`config.mk`:
```
export PLATFORM = sky130hd
export DESIGN_NAME = pstvp_front
export DESIGN_NICKNAME = d
export VERILOG_FILES = /design/src/hw/rtl/pstvp_pkg.sv /design/src/hw/rtl/pstvp_front.sv
export SDC_FILE = /design/constraint.sdc
export NUM_CORES = 1
export LEC_CHECK = 0
export ABC_AREA = 1
export ABC_CLOCK_PERIOD_IN_PS = 1000
export BUFFER_PORTS_ARGS = -buffer_cell sky130_fd_sc_hd__clkbuf_2
export CORE_MARGIN = 10
export CORE_UTILIZATION = 30
export CTS_CLUSTER_DIAMETER = 120
export DETAILED_ROUTE_END_ITERATION = 6
export PLACE_DENSITY_LB_ADDON = 0.1
export SLEW_MARGIN = 10
export SYNTH_ARGS = -nofsm -noshare
export SYNTH_HDL_FRONTEND = slang
export SYNTH_SLANG_ARGS = --single-unit
export TNS_END_PERCENT = 20
```
`constraint.sdc`:
```
create_clock -name clk -period 1 [get_ports clk]
set_input_delay 0 -clock clk [delete_from_list [all_inputs] [get_ports clk]]
set_output_delay 0 -clock clk [all_outputs]
set_load 0.05 [all_outputs]
```
`src/hw/rtl/pstvp_pkg.sv`:
```
package pstvp_pkg;

  localparam int MaxVertices = 64;
  localparam int IdxW = $clog2(MaxVertices);
  localparam int CntW = $clog2(MaxVertices + 1);
  localparam int QDepth = 4;
  localparam int QPtrW = $clog2(QDepth);

  typedef struct packed {
    logic signed [15:0] vertex_x;
    logic signed [15:0] vertex_y;
    logic               last_vertex;
  } in_item_t;

  typedef struct packed {
    logic signed [15:0] out_x;
    logic signed [15:0] out_y;
    logic               polygon_dropped;
    logic               last_out;
  } out_item_t;

  // Item moved from the front to the back through the queue.
  typedef struct packed {
    logic signed [15:0] x;
    logic signed [15:0] y;
    logic               store;
    logic               close;
  } cmd_t;

endpackage

```
`src/hw/rtl/pstvp_front.sv`:
```
module pstvp_front (
  input  logic                clk,
  input  logic                rst,
  input  logic                in_valid,
  output logic                in_ready,
  input  pstvp_pkg::in_item_t in_data,
  output logic                cmd_valid,
  input  logic                cmd_ready,
  output pstvp_pkg::cmd_t     cmd
);
  import pstvp_pkg::*;

  logic [CntW-1:0] count;

  assign cmd_valid = in_valid;
  assign in_ready  = cmd_ready;
  assign cmd.x     = in_data.vertex_x;
  assign cmd.y     = in_data.vertex_y;
  assign cmd.store = (count < CntW'(MaxVertices));
  assign cmd.close = in_data.last_vertex;

  always_ff @(posedge clk) begin
    if (rst) begin
      count <= '0;
    end else if (in_valid && cmd_ready) begin
      if (in_data.last_vertex) begin
        count <= '0;
      end else if (count < CntW'(MaxVertices)) begin
        count <= count + 1'b1;
      end
    end
  end
endmodule

```
# Yosys cells after proc, flatten, opt, wreduce, memory -nomap -nowiden
# Index checks and enable logic that the tools add are counted.
# totals
reg_bits	7
latchBits	0
mem_bits_rw	0
mem_bits_ro	0
out_inout_bits	36
elab_cells	8
memories	0
# classes
n_addsub	1
multipliers	0
div_mod_pow	0
magnitude_cmp	1
eq_ne	0
shifts	0
n_mux	2
n_bitwise	0
n_reduce_logical	3
# ops
cell	n
$mux 7	2
$add 7x1->7 const B	1
$lt 7x7->1 const B	1
$reduce_and 2->1	1
$reduce_bool 2->1	1
$logic_and 1x1->1	1

# Logic depth before layout (Yosys ltp)
# Gate-level depths: netlist of run 1.
# logic_depth
word_depth	3
depth_mapped	7
depth_no_buf	7

# Worst setup path after synthesis of run 1
# OpenSTA, ideal clock, no wires.
# synth_timing
path_kind	reg2reg
from	register count[1]
to	register count[4]
setup_time_ps	115
arrival_ps	919
slack_ps	-34
path_stages_with_launch	7
path_buffers	0
synth_period_minus_slack_ps	1034
path_cell_list	dfxtp_1 ha_1 inv_1 nor2_1 nand2_1 o21ai_1 nor2_1
# synth_between
elab_chain_len	3
elab_cells_between_ends	6
cone_classes	1 x add/sub; 1 x order compare; 2 x mux; 2 x reduce/logical
# synth_rtl
element	line_no	text
from (decl)	pstvp_front.sv:13	logic [CntW-1:0] count;
from (signal assigned)	pstvp_front.sv:29	count <= count + 1'b1;
$add 7x1->7 / $lt 7x7->1 (equally long branches)	pstvp_front.sv:29, pstvp_front.sv:28	
$mux 7 / $reduce_bool 2->1 (equally long branches)	--	
$mux 7 / $reduce_and 2->1 (equally long branches)	--	
# Several ways; a longest one is shown, not always the timed one. The select of a mux whose other input is x is not followed.
# A chain may end at the register's enable or synchronous reset.

# Final worst setup path of run 1
# layout_timing
from	register count[0]
to	register count[4]
# The elaborated chain is that of the path after synthesis.

==> results of run 1 <==
cells in the mapped netlist:
library cell and number:
inv_1 10, nand2_2 2, nand2_1 11, o21ai_1 1
buf_4 35, nor2_2 2, nand3_1 5, a21oi_1 5
dfxtp_1 7, nand4_1 1, nor2_1 7, a21oi_4 1
inv_2 1, o21ai_0 2, ha_1 1
layout by cell type, fill, tap and decap left out:
cell type,n
a21oi_1,5
nand2_1,10
inv_1,9
nor2_2,1
dfxtp_4,1
buf_4,2
dfxtp_2,3
nand3_2,1
a21oi_4,1
buf_2,1
inv_2,2
clkbuf_4,3
dlygate4sd3_1,1
nor2_4,3
clkbuf_2,7
buf_6,2
nor2_1,5
ha_4,1
nand4_1,1
o21ai_0,2
nand2_4,1
nand2_2,2
o21ai_1,1
nand3_1,4
clkbuf_1,1
dfxtp_1,3
cells by family after synthesis:
family,synth area share
and+or+nand+nor,0.195
AOI/OAI and AO/OA,0.0884
buffers and inverters,0.477
DFF,0.220
adders and majority gates,0.0196
metal layers:
metal	track usage	vias to the layer above	part of all wire	routed length, um
met1	0.0522	167	0.34	409
met5	0	-	0	0
li1	-	209	-	-
met3	0.0305	2	0.16	192
met4	0.0681	0	0.023	28
met2	0.0809	12	0.47	567
path summary, 6_finish.rpt:
| kind | startpoint | to | slack [ps] | cells after the start |
|---|---|---|---|---|
| worst max-delay path | count[0] | count[4] | 5 | 6 |
| worst min-delay path | in_data[5] | cmd[6] | 0.02 | 0 |
| worst max register to register | count[0] | count[4] | 5 | 6 |
| worst min register to register | count[6] | count[6] | 500 | 2 |
report_power, final:
group | switching, mW | internal [mW]
clock network | 0.117 | 0.153
logic | 0.0629 | 0.0311
registers | 0.00458 | 0.282
total | 0.184 | 0.466
worst register-to-register path: stages (launching register included):
cell and delay, ps:
dfxtp_4 370, ha_4 140, inv_2 40, nor2_4 100
nand2_1 60, o21ai_1 130, nor2_1 50
area by class of cell:
class                           instances  area [um^2]  area share
Multi-Input combinational cell         38          238       0.414
Sequential cell                         7          148       0.257
Timing Repair Buffer                   13         87.6       0.153
Inverter                               11         41.3      0.0719
Tap cell                               27         33.8      0.0588
Clock buffer                            4         26.3      0.0458
repair_timing:
action,CTS,global route
hold buffers,1,0
pin swaps,1,10
endpoints found under the hold margin,1,0
setup buffers,0,0
gates resized for setup,0,15
setup endpoints to repair,1,6
==> out/qor.yml, run 1 <==
global_route:
  grt_max_degree: 8
  grt_pass1_wl_mm: 1.84
  grt_pass1_vias: 399
  grt.total_usage: 0.0566
  grt_overflow: 0
  grt_antenna_before_repair: 0
sta:
  fin_setup_tns_ps: 0
  worst_pin_slew_ps: 280
  maxSlewViolCount: 0
  final.setup_skew_ps: 0.487
  max_freq_mhz: 1010
  period_needed_ps: 995
  fin_crit_sh: 0.995
  final-setup-viol-count: 0
  slew_headroom: 0.814
  finalWorstSetupSlack_ps: 5.24
  whs_ps: 0.0220
  rsz0062_at_grt: "yes"
  hold_viol: 0
finish:
  num_antenna_cells: 0
  layout.nets: 112
  final_layout_size_suffix_gt1_frac: 0.425
  largest_reg_flops: 7
  fin_cells: 100
  regMostFlops: "count"
  reg_top3: "count: 7 flops"
  synthToLayoutAreaGrowth_pct: -9.82
  finalInstanceArea_um2: 574
  fillers: 211
  utilization: 0.290
pwr:
  power_density_nw_per_um2: 1130
  totalPowerFinal_mw: 0.651
  ir_drop_uv: 407
  p_leak_nw: 0.243
setup_path:
  crit_required_ps: 1150
  cpMaxStageDelayCell: "dfxtp_4"
  endpoint_kind: "flip-flop"
  crit_family: "flip-flops"
  worst-path-buf-inv: 1
  start_kind: "flip-flop"
  crit_path_cell_trace: "ha_4 -> inv_2 -> nor2_4 -> nand2_1 -> o21ai_1 -> nor2_1"
  critical_path.max_fanout: 3
  cpPeakStageDelay_ps: 370
  cp.arrival_ps: 1140
  critical_path_class: "flip-flop to flip-flop"
yosys:
  ys_seq_area_frac: 0.220
  syn-num-nets: 129
  synth_top_area_share: 0.413
  ys_types: 15
  netlist_area_um2: 637
  synth_warnings: 0
  syn_area_per_cell_um2: 7.00
  ys_ff_latch: 7
  yosys.area.top_type: "buf_4"
  netlist_instances: 91
  synth_area_leaders: "buf_4, dfxtp_1, nand2_1, inv_1, nor2_1"
floorplan:
  start_util: 0.321
  dieArea_um2: 4370
  io-pin-count: 73
  rows: 16
  fp.coreArea_um2: 1980
  die_w_um: 66.1
  die_y_um: 66.1
placed_design:
  dpl.cell_count: 95
  portBuffers: 8
  dpl_cell_area_um2: 485
  post-dp-hpwl_um: 956
  gp_congestion: 0.703
  place_ws_ps: -24.8
detailed_routing:
  drtIter0Drc: 4
  vias: 390
  drc: 0
  drt-total-wl_mm: 1.20
  viasPerCell: 3.90
  avgRoutedWirePerCell_um: 12.0
  ant_nets: 0
  dr.pass1.iters: 2
clock_network:
  clock_sinks: 7
  cts_tree: "built"
  clk_pin_slew_ps: 60
  clockBufferDepth: 2
  root_buffer: "clkbuf_4"
  cts_buffers: 3
  clk_latency_ps: 250
  htreeDepth: 1
outcome:
  outcome: "complete, no violations"
flow_run:
  maxCapViolations: 0
min_path:
  hp-class: "primary input to primary output"
Power figures use the tool's default switching activity.
==> run 2, diff against run 1 <==
--- a/config.mk
+++ b/config.mk
@@ -14,3 +14,3 @@
 export DETAILED_ROUTE_END_ITERATION = 6
-export PLACE_DENSITY_LB_ADDON = 0.1
+export PLACE_DENSITY = 0.75
 export SLEW_MARGIN = 10
==> constraint.sdc (replaced) <==
create_clock -name clk -period 1 [get_ports clk]
set_input_delay 0.05 -clock clk [delete_from_list [all_inputs] [get_ports clk]]
set_output_delay 0.05 -clock clk [all_outputs]
set_load 0.05 [all_outputs]
==> run 2 against run 1 <==
Compared with the run above:
- sequential share of layout area grew 1.4 points
- wire length shrank 5.9%
- sequential power is essentially flat
- worst setup slack lost 3.0 ps
- global-route usage shrank 0.45 points
- critical path depth is the same
- total power shrank 4.6%
- combinational power shrank 9.9%
- clock skew grew 6.0 ps
- critical path type unchanged
- critical endpoint unchanged
- largest power group unchanged
==> out/qor.yml, run 2 (synthesis results as in run 1) <==
outcome:
  outcome: "complete, no violations"  # unchanged
pwr:
  power_density_nw_per_um2: 1150  # was 1130 nW/um^2
  p_leak_nw: 0.222  # was 0.243 nW
  ir_drop_uv: 425  # was 407 uV
setup_path:
  start_kind: "flip-flop"  # unchanged
  crit_required_ps: 1140  # was 1150 ps
  cpPeakStageDelay_ps: 350  # was 370 ps
  r2r_setup_slack_ps: 2  # was 5 ps
  endpoint_kind: "flip-flop"  # unchanged
  timing.rr.end: "count[4]"  # unchanged
  critical_path.max_fanout: 4  # was 3
  r2r_start: "count[0]"  # unchanged
  cpMaxStageDelayCell: "dfxtp_4"  # unchanged
  critical_path_class: "flip-flop to flip-flop"  # unchanged
  reg2reg_depth: 6  # unchanged
  cp.arrival_ps: 1140  # about the same
  crit_path_cell_trace: "ha_4 -> inv_2 -> nor2_4 -> buf_4 -> a21oi_2 -> nor2_1"  # was ha_4 -> inv_2 -> nor2_4 -> nand2_1 -> o21ai_1 -> nor2_1
  crit_path_start: "count[0]"  # unchanged
  worstSetupEndpoint: "count[4]"  # unchanged
finish:
  fillers: 212  # was 211
  largest_reg_flops: 7  # unchanged
  num_antenna_cells: 0  # unchanged
  fin_cells: 99  # was 100
  layout_common_cells: "nand2_1, inv_1, clkbuf_2, nor2_1, nand3_1"  # was nand2_1, inv_1, clkbuf_2, a21oi_1, nor2_1
  layout.nets: 111  # was 112
  reg_top3: "count: 7 flops"  # unchanged
  final_layout_size_suffix_gt1_frac: 0.375  # was 0.425
  regMostFlops: "count"  # unchanged
  final_common_cell: "nand2_1"  # unchanged
  synthToLayoutAreaGrowth_pct: -15.3  # was -9.82%
  utilization: 0.272  # was 0.290
floorplan:
  io-pin-count: 73  # unchanged
  die_y_um: 66.1  # unchanged
  start_util: 0.321  # unchanged
  rows: 16  # unchanged
  fp.coreArea_um2: 1980  # unchanged
  die_w_um: 66.1  # unchanged
  dieArea_um2: 4370  # unchanged
clock_network:
  clk_latency_ps: 250  # about the same
  root_buffer: "clkbuf_4"  # unchanged
  clk_pin_slew_ps: 50  # was 60 ps
  clock_sinks: 7  # unchanged
  cts_buffers: 3  # unchanged
  clockBufferDepth: 2  # unchanged
  cts_tree: "built"  # unchanged
  htreeDepth: 1  # unchanged
sta:
  final-setup-viol-count: 0  # unchanged
  slew_headroom: 0.811  # was 0.814
  final.setup_skew_ps: 6.53  # was 0.487 ps
  period_needed_ps: 998  # was 995 ps
  whs_ps: 100  # was 0.0220 ps
  hold_viol: 0  # unchanged
  fin_crit_sh: 0.998  # was 0.995
  rsz0062_at_grt: "yes"  # unchanged
  worst_pin_slew_ps: 284  # was 280 ps
  finalWorstSetupSlack_ps: 2.27  # was 5.24 ps
  maxSlewViolCount: 0  # unchanged
  max_freq_mhz: 1000  # was 1010 MHz
placed_design:
  dpl.cell_count: 93  # was 95
  portBuffers: 8  # unchanged
  place_ws_ps: -20.4  # was -24.8 ps
  gp_congestion: 0.716  # was 0.703
  post-dp-hpwl_um: 918  # was 956 um
min_path:
  hold_depth: 0  # unchanged
  hp-class: "primary input to primary output"  # unchanged
global_route:
  grt_pass1_wl_mm: 1.73  # was 1.84 mm
  grt_overflow: 0  # unchanged
  grt_pass1_vias: 395  # was 399
  grt_max_degree: 8  # unchanged
  grt_antenna_before_repair: 0  # unchanged
  grt.total_usage: 0.0521  # was 0.0566
detailed_routing:
  avgRoutedWirePerCell_um: 11.4  # was 12.0 um
  drc: 0  # unchanged
  ant_nets: 0  # unchanged
  viasPerCell: 4.17  # was 3.90
  dr.pass1.iters: 3  # was 2
  vias: 413  # was 390
  drtIter0Drc: 12  # was 4
  drt-total-wl_mm: 1.13  # was 1.20 mm
flow_run:
  maxCapViolations: 0  # unchanged
==> run 2: cell type report <==
type                       instances  area (um^2)  area share
clock buffer                       4         26.3      0.0487
timing repair buffer              12         75.1       0.139
multi-input combinational         38          216       0.401
tap                               27         33.8      0.0626
inverter                          11         41.3      0.0766
sequential                         7          146       0.271
==> run 2: worst min-delay path by stage <==
stage                           to  slack, ps         from
final                      cmd[10]        100   in_data[9]
after global routing       cmd[16]        100  in_data[15]
after CTS                  cmd[24]        100  in_data[23]
after detailed placement   cmd[24]        100  in_data[23]
after global placement     cmd[24]        100  in_data[23]
after floorplan           count[1]        110          rst
==> run 2: critical path, delay by kind of cell (launching register included) <==
family | cells | cell delay, ps
and+or+nand+nor | 2 | 80
adders and majority gates | 1 | 160
buffers and inverters | 2 | 190
DFF | 1 | 350
AOI/OAI and AO/OA | 1 | 120
==> run 2: where the power goes <==
group	internal, mW	switching [mW]	leakage [nW]
registers	0.282	0.00479	0.0583
logic	0.0260	0.0587	0.149
clock network	0.152	0.0969	0.0150
==> run 2: stage by stage <==
stage / total power [mW] / TNS (ps) / area (um^2)
after floorplan: 0.701 / 0 / 644
after global placement: 0.370 / 0 / 470
after detailed placement: 0.373 / -20.4 / 470
after CTS: 0.634 / 0 / 510
after global routing: 0.670 / -203 / 539
final: 0.621 / 0 / 539
==> run 2: repair_timing <==
| item | CTS | global route |
|---|---|---|
| endpoints found under the setup margin | 2 | 5 |
| resized for setup | 2 | 6 |
| pin swaps | 1 | 5 |
| endpoints found under the hold margin | 1 | 0 |
| hold buffers | 1 | 0 |
| setup buffers | 0 | 1 |
==> run 2: per-layer routing <==
| metal | vias to the layer above | global-route usage | part of all wire | routed length [um] |
|---|---|---|---|---|
| met3 | 2 | 0.0542 | 0.17 | 194 |
| met5 | - | 0 | 0 | 0 |
| met2 | 20 | 0.0809 | 0.49 | 549 |
| li1 | 207 | - | - | - |
| met4 | 0 | 0.0366 | 0.0018 | 2 |
| met1 | 184 | 0.0378 | 0.34 | 380 |
