--- config.mk ---
export PLATFORM = sky130hd
export DESIGN_NAME = pstvp_queue
export DESIGN_NICKNAME = d
export VERILOG_FILES = /design/src/hw/rtl/pstvp_pkg.sv /design/src/hw/rtl/pstvp_queue.sv
export SDC_FILE = /design/constraint.sdc
export NUM_CORES = 1
export LEC_CHECK = 0
export ABC_AREA = 1
export BUFFER_PORTS_ARGS = -buffer_cell sky130_fd_sc_hd__buf_2
export CAP_MARGIN = 30
export CORE_ASPECT_RATIO = 1.5
export CORE_MARGIN = 4
export CORE_UTILIZATION = 57
export DETAILED_ROUTE_END_ITERATION = 12
export PLACE_DENSITY = 0.8
export SLEW_MARGIN = 10
export SYNTH_ARGS = -nofsm -noshare
export SYNTH_HDL_FRONTEND = slang
export SYNTH_SLANG_ARGS = --single-unit
--- constraint.sdc ---
create_clock -name clk -period 4 [get_ports clk]
set_input_delay 1.2 -clock clk [delete_from_list [all_inputs] [get_ports clk]]
set_output_delay 1.2 -clock clk [all_outputs]
set_load 0.01 [all_outputs]
--- src/hw/rtl/pstvp_pkg.sv ---
package pstvp_pkg;

  localparam int MaxVertices = 64;
  localparam int IdxW = $clog2(MaxVertices);
  localparam int CntW = $clog2(MaxVertices + 1);
  localparam int QDepth = 4;
  localparam int QPtrW = $clog2(QDepth);

  typedef struct packed {
    logic signed [15:0] vertex_x;
    logic signed [15:0] vertex_y;
    logic               last_vertex;
  } in_item_t;

  typedef struct packed {
    logic signed [15:0] out_x;
    logic signed [15:0] out_y;
    logic               polygon_dropped;
    logic               last_out;
  } out_item_t;

  // Item moved from the front to the back through the queue.
  typedef struct packed {
    logic signed [15:0] x;
    logic signed [15:0] y;
    logic               store;
    logic               close;
  } cmd_t;

endpackage

--- src/hw/rtl/pstvp_queue.sv ---
module pstvp_queue (
  input  logic             clk,
  input  logic             rst,
  input  logic             wr_valid,
  output logic             wr_ready,
  input  pstvp_pkg::cmd_t  wr_data,
  output logic             rd_valid,
  input  logic             rd_ready,
  output pstvp_pkg::cmd_t  rd_data
);
  import pstvp_pkg::*;

  cmd_t            slots [QDepth];
  logic [QPtrW-1:0] wptr, rptr;
  logic [QPtrW:0]   fill;
  logic            do_wr, do_rd;

  assign wr_ready = (fill != (QPtrW+1)'(QDepth));
  assign rd_valid = (fill != '0);
  assign rd_data  = slots[rptr];
  assign do_wr    = wr_valid && wr_ready;
  assign do_rd    = rd_valid && rd_ready;

  always_ff @(posedge clk) begin
    if (do_wr) begin
      slots[wptr] <= wr_data;
    end
    if (rst) begin
      wptr <= '0;
      rptr <= '0;
      fill <= '0;
    end else begin
      if (do_wr) wptr <= wptr + 1'b1;
      if (do_rd) rptr <= rptr + 1'b1;
      if (do_wr && !do_rd) fill <= fill + 1'b1;
      else if (!do_wr && do_rd) fill <= fill - 1'b1;
    end
  end
endmodule

==> Yosys cells after proc, flatten, opt, wreduce, memory -nomap -nowiden <==
Memory sizes are Yosys's and may differ from the RTL's. A register that Yosys moved wholly into a read port is not among the register bits.
Index checks and enable logic that the tools add are counted.
{ "word_totals": {"output_inout_bits": 36, "memories": 1, "regBits": 7, "ramBits": 136} }
{ "op_classes": {"eq_ne": 1, "mux": 6, "reduce_logical": 8, "n_addsub": 4} }
{ "mem_list": {"columns": ["memory", "depth", "width", "rd", "rd_clocked_by_memory_dff", "write_ports", "line", "rtl"], "rows": [
  ["slots", 4, 34, 1, 1, 1, "pstvp_queue.sv:13", "cmd_t slots [QDepth];"]
]} }
{ "ops": {"columns": ["cell", "count"], "rows": [
  ["$mux 3", 2],
  ["$add 2x1->2 const B", 2],
  ["$logic_and 1x1->1", 4],
  ["$mux 2", 2],
  ["$add 3x1->3 const B", 1],
  ["$ne 3x3->1 const B", 1],
  ["$reduce_bool 3->1", 1],
  ["$sub 3x1->3 const B", 1],
  ["$logic_not 1->1", 2],
  ["$mux 1", 2],
  ["$reduce_bool 2->1", 1]
]} }

==> Logic depth before layout (Yosys ltp) <==
Gate-level depths: netlist of the first run.
{ "logic_depth": {"depth_word": 6, "depth_mapped": 13} }

==> Worst setup path after synthesis of the first run <==
OpenSTA, ideal clock, no wires.
{ "synth_timing": {"kind": "input to register", "from": "input wr_valid", "to": "memory slots[0][0] (netlist bit), enable pin", "path_buffers": 0, "stages": 2, "t_arrival_ns": 2.720, "setup_ns": 0.425, "path_slack_ns": 0.855, "cell_sequence": "nand2_2 nor2_1"} }
{ "synth_between": {"elab_chain_cells": 3} }
{ "synth_lines": {"columns": ["item", "line", "rtl"], "rows": [
  ["start, declared", "pstvp_queue.sv:4", "input logic wr_valid,"],
  ["$logic_and 1x1->1", "pstvp_queue.sv:21", "assign do_wr = wr_valid && wr_ready;"],
  ["$mux 1", "pstvp_queue.sv:25", "if (do_wr) begin"],
  ["$mux 1 (not written as such)", "pstvp_queue.sv:26", "slots[wptr] <= wr_data;"],
  ["end, declared", "pstvp_queue.sv:13", null]
]} }
Every way passes these cells.

==> results of run 1 <==
cells by family after synthesis:
family / share of synthesized area (%)
AOI/OAI and AO/OA: 12.18
adders and majority gates: 1.441
xor gates and xnor gates: 0.1529
and+or+nand+nor: 7.751
buffers and inverters: 4.061
DFF: 74.41
cells in the mapped netlist:
| master | instances | area, um^2 |
|---|---|---|
| dfxtp_1 | 9 | 180.2 |
| buf_12 | 3 | 60.06 |
| clkbuf_2 | 2 | 10.01 |
| nand3b_1 | 1 | 7.510 |
| edfxtp_1 | 136 | 4084 |
| inv_1 | 14 | 52.55 |
| nor2_2 | 20 | 125.1 |
| o22ai_2 | 20 | 250.2 |
| a21oi_1 | 3 | 15.01 |
| ha_1 | 5 | 62.56 |
| buf_6 | 2 | 22.52 |
| nand3_1 | 4 | 20.02 |
| buf_4 | 2 | 15.01 |
| inv_2 | 1 | 3.750 |
| o21ai_0 | 64 | 320.3 |
| buf_2 | 12 | 60.06 |
| nand2_1 | 14 | 52.55 |
| inv_6 | 1 | 8.760 |
| nor2_1 | 62 | 232.7 |
| fa_1 | 1 | 20.02 |
| o21ai_1 | 5 | 25.02 |
| o22ai_1 | 14 | 87.58 |
| xor2_1 | 1 | 8.760 |
| nand2_2 | 1 | 6.260 |
state kept, by name, summed over array words and instances (netlist names), named ones only:
name   count
wptr       2
fill       3
rptr       2
slots    136
final cells by class:
cell class	instances	area, um^2	area share (%)
Sequential cell	145	4265	63.77
Multi-Input combinational cell	215	1264	18.89
Antenna cell	1	2.502	0.03741
Tap cell	115	143.9	2.151
Timing Repair Buffer	82	432.9	6.472
Clock inverter	8	63.81	0.9540
Inverter	16	65.06	0.9727
Clock buffer	24	451.7	6.753
worst reg2reg max path, stage by stage (launching register included):
cell and delay (ns):
dfxtp_1 0.33, nor2_1 0.17, nand2_1 0.14, nand2_2 0.22
inv_1 0.12, ha_1 0.22, inv_1 0.09, fa_1 0.41
o21ai_0 0.18, nor2_1 0.05
power breakdown:
| part | leakage, uW | internal, uW | switching [uW] | total [uW] |
|---|---|---|---|---|
| registers | 0.00132 | 1850 | 56.6 | 1910 |
| clock network | 0.000257 | 844 | 517 | 1360 |
| logic | 0.000826 | 370 | 701 | 1070 |
| total | 0.00240 | 3060 | 1270 | 4340 |
stage by stage:
stage,total power [uW],area [um^2]
after floorplan,2682,5731
after global placement,2973,6171
after detailed placement,3019,6171
after CTS,4369,6686
after global routing,4566,6689
final,4338,6689
final timing paths:
check	to	slack [ns]	depth (start not counted)
setup / recovery	rd_data[9]	0.78	5
hold / removal	rptr[1]	0.52	2
setup reg to reg	fill[1]	1.96	9
hold reg to reg	rptr[1]	0.52	2
metal layers:
metal / track usage, % / part of all wire [%] / vias up
li1: - / - / 1616
met3: 4.983 / 5.3 / 14
met4: 8.476 / 1.6 / 0
met5: 0 / 0 / -
met1: 19.99 / 39 / 1687
met2: 34.88 / 54 / 101
==> impl_metrics.ini, run 1 <==
[status]
outcome = complete, no violations

[die]
dieArea_mm2 = 0.01175
chipHeight_um = 130.8
core_mm2 = 0.009744
initial_core_util_pct = 58.81
dieWidth_um = 89.87
io_pins = 74
rows = 44

[synthesis]
ys_types = 24
synth_seq_cells = 145
yosys_warnings = 0
synth.yosys.seq_area_share_pct = 74.41
synth_area_per_cell_um2 = 14.43
syn-cell-area_mm2 = 0.005730
synth_nets = 441
syn-instance-count = 397

[clock_tree]
clkTransAtPathRegs_ns = 0.05
cts_buffer_depth = 2
cts_resized = 0
cts_buffers = 17
cts_max_level = 4
cts_setup_buffers = 0
cts_tree = built
clk_latency_ns = 0.41
root_buffer = clkbuf_16
cts.sinks = 145
cts_hold_buf = 0

[worst_hold_path]
hp-class = reg2reg
hold_start = rptr[1]

[timing]
rsz0062_at_grt = no
min_period_over_period_pct = 80.59
setup_viol = 0
tns_ns = 0
period_minus_slack_ns = 3.224
final-hold-violation-count = 0
slew_headroom_pct = 50.48
slew_violations = 0
worstMarginPinSlew_ns = 0.7411
fin_skew_ns = 0.005899
whs_ns = 0.5181
finalWorstSetupSlack_ns = 0.7763
fmax_mhz = 310.2

[worst_setup_path]
cp_top_family = buffers and inverters
crit_arrival_ns = 2.02
slowest_delay_ns = 0.48
worstSetupPathType = reg2out
cp-end-kind = output port
r2r_start = fill[1]
cp_max_fo = 35
startpoint_type = register
crit_required_ns = 2.80
worstPathCellList = buf_4, inv_2, o21ai_0, o22ai_2, buf_2
crit_path_top_delay_cell = inv_2
critPathBufInv = 3

[route]
wl_per_cell_um = 17.61
drc_errors = 0
vias = 3418
wl_um = 10670
ant_nets = 0
vias_per_cell = 5.640
drtIter0Drc = 218
drt_first_pass_iters = 5

[global_route]
first_global_vias = 3428
grt_pass1_wl_um = 16490
antenna_found_initial = 1
grt_use_total_pct = 18.70
grt_max_degree = 69
overflow = 0

[final_layout]
finalNonFillerCells = 606
drive_gt1_share_pct = 31.43
final_cell_mix = edfxtp_1 (136), buf_2 (73), o21ai_0 (64)
fin_util_pct = 68.64
nets = 521
syn_to_final_growth_pct = 16.72
final_common_cell = edfxtp_1
fillCellCount = 657

[placed_design]
hpwl_um = 6541
dp_slack_ns = 1.184
place_inst = 573
gp_congestion = 0.7261
port_buffers = 73

[power]
leakagePower_uw = 0.002403
pwr_density_cell_mw_per_mm2 = 648.6
irDropWorstVdd_mv = 0.3978

[run]
maxCapViolations = 0
Power figures use the tool's default switching activity.
==> inputs of run 2 (changes only) <==
Settings changed: CORE_UTILIZATION 57 to 52, PLACE_DENSITY 0.8 to 0.77.
Clock period 4 ns to 2.8 ns, I/O delays scaled along.
==> run 2 against run 1 <==
First-iteration DRC count up 6.0%. Non-clock buffer count stayed put. Power is 52% higher. Final cell count grew 4.8%. Final area rose by 2.5%. Highest routed layer unchanged. Combinational power is 46% higher. Via count increased by 0.70%. Critical path depth decreased by 1. Sequential share of layout area fell by 1.5 points. Global-route usage increased by 0.25 points. Core utilization down 4.6 points. Critical path type unchanged. Clock skew up 0.00051 ns.
==> impl_metrics.ini, run 2 (synthesis results as in run 1) <==
[die]
core_mm2 = 0.01071
initial_core_util_pct = 53.53
io_pins = 74
dieWidth_um = 93.72
chipHeight_um = 136.6
dieArea_mm2 = 0.01280
rows = 46

[clock_tree]
cts_buffers = 17
cts_max_level = 4
cts.sinks = 145
cts_hold_buf = 0
cts_buffer_depth = 2
cts_resized = 0
root_buffer = clkbuf_16
clk_latency_ns = 0.41
clkTransAtPathRegs_ns = 0.05
cts_tree = built
cts_setup_buffers = 0

[route]
drc_errors = 0
wl_per_cell_um = 17.91
drt_first_pass_iters = 4
ant_nets = 0
drtIter0Drc = 231
vias = 3442
vias_per_cell = 5.420
wl_um = 11380

[global_route]
first_global_vias = 3525
grt_max_degree = 69
overflow = 0
antenna_found_initial = 1
grt_pass1_wl_um = 17900
grt_use_total_pct = 18.95

[timing]
setup_viol = 0
period_minus_slack_ns = 2.612
slew_violations = 0
fmax_mhz = 382.9
slew_headroom_pct = 58.69
tns_ns = 0
min_period_over_period_pct = 93.27
fin_skew_ns = 0.006406
worstMarginPinSlew_ns = 0.6187
final-hold-violation-count = 0
rsz0062_at_grt = no

[worst_setup_path]
crit_required_ns = 1.96
slowest_delay_ns = 0.46
worstSetupPathType = reg2out
worstPathCellList = inv_2, o21ai_0, o22ai_2, buf_2
critPathBufInv = 2
cp_max_fo = 34
crit_path_top_delay_cell = inv_2
cp-end-kind = output port
startpoint_type = register
crit_arrival_ns = 1.77
cp_top_family = buffers and inverters

[run]
maxCapViolations = 0

[placed_design]
port_buffers = 73
gp_congestion = 0.7344
placed_area_mm2 = 0.006232
hpwl_um = 6798

[final_layout]
nets = 521
final_common_cell = edfxtp_1
final_cell_mix = edfxtp_1 (136), buf_2 (73), o21ai_0 (64)
drive_gt1_share_pct = 32.86
largest_register = slots
final_area_mm2 = 0.006853
syn_to_final_growth_pct = 19.59
reg_top3 = slots: 136 flops, fill: 3 flops
largest_reg_flops = 136

[power]
leakagePower_uw = 0.002448
irDropWorstVdd_mv = 0.6406
pwr_density_cell_mw_per_mm2 = 962.3

[worst_hold_path]
hp-class = reg2reg

[status]
outcome = complete, no violations
run 2: cell count changes in the layout (fill, tap and decap cells not counted):
cell        delta
buf_4          -2
clkbuf_1       -7
bufinv_16      +3
clkinv_4       +3
buf_12         +2
clkinv_2       -2
clkinvlp_4     +3
run 2: area by class of cell:
cell class	instances	area [um^2]
antenna	1	2.502
clock buffer	17	425.4
tap	144	180.2
timing repair buffer	82	457.9
clock inverter	15	192.7
sequential	145	4265
fill	821	3852
inverter	16	65.06
multi-input combinational	215	1264
run 2: worst min-delay path, delay by kind of cell, from the launching register on:
kind | cells | cell delay (ns)
AOI/OAI and AO/OA | 1 | 0.06
DFF | 1 | 0.32
and+or+nand+nor | 1 | 0.07
run 2: report_power, final:
part	switching [uW]	internal, uW
Sequential	81.2	2640
Combinational	1010	544
Clock	835	1480
Total	1930	4660
run 2: metal layers:
layer  routed length, um  track usage [%]
met2                6207            32.52
met1                4339            21.74
met5                   0                0
met3                 641            6.271
met4                 186            7.631
run 2: worst paths after layout:
check,slack [ns],to,cells past startpoint,from
worst min-delay path,0.50,rptr[1],2,rptr[1]
worst max register to register,0.71,fill[2],13,fill[0]
worst max-delay path,0.19,rd_data[1],4,register
worst min register to register,0.50,rptr[1],2,rptr[1]
run 2: metrics by stage:
stage,setup WS (ns),total power [uW],instances,hold slack (ns),util [%]
6_report,0.1885,6594,635,0.5047,64.01
5_1_grt,0.04066,6912,635,0.5294,64.01
4_1_cts,0.1516,6649,634,0.5092,63.99
3_5_place_dp,0.3736,4346,602,0.5011,58.22
3_3_place_gp,0.5358,4266,602,0.4873,58.22
2_1_floorplan,0.01541,3831,397,0.4594,-
==> inputs of run 3 (changes only) <==
Settings changed: CORE_UTILIZATION 52 to 40, PLACE_DENSITY 0.77 to 0.62.
==> run 3 against run 2 <==
Sequential share of layout area down 0.54 points. Setup slack lost 0.022 ns. Wire length rose by 2.8%. Flip-flop and latch count is the same. First-iteration DRC count shrank 7.8%. Final area up 0.93%. Maximum frequency decreased by 0.85%. Register-to-register slack better by 0.04 ns. Via count decreased by 1.9%. Sequential power barely moved. Combinational power hardly changed.
==> impl_metrics.ini, run 3 (synthesis results as in run 1) <==
[status]
outcome = complete, no violations

[timing]
setup_viol = 0
min_period_over_period_pct = 94.07
slew_headroom_pct = 65.22
finalWorstSetupSlack_ns = 0.1661
fmax_mhz = 379.7
fin_skew_ns = 0.006449
tns_ns = 0
worstMarginPinSlew_ns = 0.5218
final-hold-violation-count = 0
period_minus_slack_ns = 2.634
rsz0062_at_grt = no
slew_violations = 0

[placed_design]
place_inst = 650
hpwl_um = 7202
gp_congestion = 0.7326
port_buffers = 73
dp_slack_ns = 0.4090

[route]
drt_first_pass_iters = 4
wl_um = 11690
vias_per_cell = 4.953
ant_nets = 0
drc_errors = 0
wl_per_cell_um = 17.14
vias = 3378
drtIter0Drc = 213

[worst_setup_path]
slowest_delay_ns = 0.54
crit_required_ns = 1.96
critPathBufInv = 2
startpoint_type = register
crit_path_top_delay_cell = dfxtp_4
crit_arrival_ns = 1.79
worstSetupPathType = reg2out
cp_max_fo = 44
cp_top_family = flip-flops
worstPathCellList = buf_12, o21ai_0, o22ai_1, buf_2
cp-end-kind = output port

[final_layout]
reg_top3 = slots: 136 flops, fill: 3 flops
finalNonFillerCells = 682
final_common_cell = edfxtp_1
largest_register = slots
drive_gt1_share_pct = 32.65
seq_area_mm2 = 0.004268
n_antenna_cell = 0
nets = 521
fillCellCount = 1227
largest_reg_flops = 136
final_cell_mix = edfxtp_1 (136), buf_2 (73), o21ai_0 (64)
multi_input_area_mm2 = 0.001264
syn_to_final_growth_pct = 20.70

[power]
pwr_density_cell_mw_per_mm2 = 946.6
power.switching_uw = 1952
p_clk_share_pct = 34.2
combinationalPowerShare_pct = 23.7
p_int_uw = 4595
irDropWorstVdd_mv = 0.4492
leakagePower_uw = 0.002438
seqPwrFrac_pct = 42.0
sw_frac_of_total_pct = 29.82

[die]
dieArea_mm2 = 0.01634
io_pins = 74
chipHeight_um = 154.6
dieWidth_um = 105.7
initial_core_util_pct = 40.76
rows = 53
core_mm2 = 0.01406

[global_route]
first_global_vias = 3687
overflow = 0
antenna_found_initial = 0
grt_pass1_wl_um = 18530
grt_max_degree = 69
grt_use_total_pct = 14.95

[clock_tree]
clkTransAtPathRegs_ns = 0.06
cts_buffer_depth = 2
clk_latency_ns = 0.41
cts_tree = built
root_buffer = clkbuf_16
cts_buffers = 17
cts_setup_buffers = 0
cts.sinks = 145
cts_max_level = 4

[worst_hold_path]
hp-class = reg2reg

[run]
maxCapViolations = 0
[run 3: changes by cell type in the layout (fill, tap and decap cells not counted), sizes merged]
cell      before  now
diode          1    0
clkinv         8    6
inv           16   17
clkbuf        17   18
clkinvlp       3    4
bufinv         4    3
[run 3: area by class of cell]
| type | instances | area share (%) |
|---|---|---|
| Inverter | 16 | 0.9768 |
| Timing Repair Buffer | 82 | 6.983 |
| Clock buffer | 18 | 6.205 |
| Tap cell | 192 | 3.473 |
| Clock inverter | 14 | 2.388 |
| Multi-Input combinational cell | 215 | 18.27 |
| Sequential cell | 145 | 61.70 |
[run 3: routing by layer]
layer | vias up | track usage, % | routed length (um)
met1 | 1666 | 16.09 | 4519
met4 | 0 | 6.173 | 138
li1 | 1617 | - | -
met5 | - | 0 | 0
met3 | 10 | 4.551 | 508
met2 | 85 | 27.07 | 6521
[run 3: final timing paths]
| path | startpoint | endpoint | slack, ns | depth (start not counted) |
|---|---|---|---|---|
| worst max register to register | fill[1] | fill[1] | 0.75 | 9 |
| worst min register to register | rptr[1] | register | 0.52 | 2 |
| worst min-delay path | rptr[1] | register | 0.52 | 2 |
| worst max-delay path | register | rd_data[32] | 0.17 | 4 |
[run 3: power groups by stage]
| stage | clock, uW | combinational [uW] | sequential (uW) |
|---|---|---|---|
| final | 2240 | 1550 | 2750 |
| after global routing | 2380 | 1720 | 2770 |
| after CTS | 2280 | 1590 | 2750 |
| after detailed placement | 0 | 1580 | 2790 |
| after global placement | 0 | 1540 | 2780 |
| after floorplan | 0 | 1080 | 2750 |
[run 3: stage by stage]
| stage | hold WS (ns) | total power (uW) | utilization [%] | instance area, um^2 |
|---|---|---|---|---|
| floorplan | 0.4594 | 3831 | - | 5731 |
| global route | 0.5356 | 6876 | 49.20 | 6917 |
| global placement | 0.4789 | 4320 | 44.94 | 6317 |
| finish | 0.5157 | 6547 | 49.20 | 6917 |
| detailed placement | 0.5043 | 4373 | 44.94 | 6317 |
| CTS | 0.5229 | 6621 | 49.18 | 6914 |
[run 3: worst min-delay path: stages (launching register included)]
cell and delay [ns]:
dfxtp_1 0.32, nand2_1 0.07, a21oi_1 0.07
[run 3: timing repair]
| item | in CTS | in global routing |
|---|---|---|
| hold buffers | 0 | 0 |
| setup endpoints to repair | 16 | 5 |
| cloned | 0 | 0 |
| gates resized for setup | 1 | 1 |
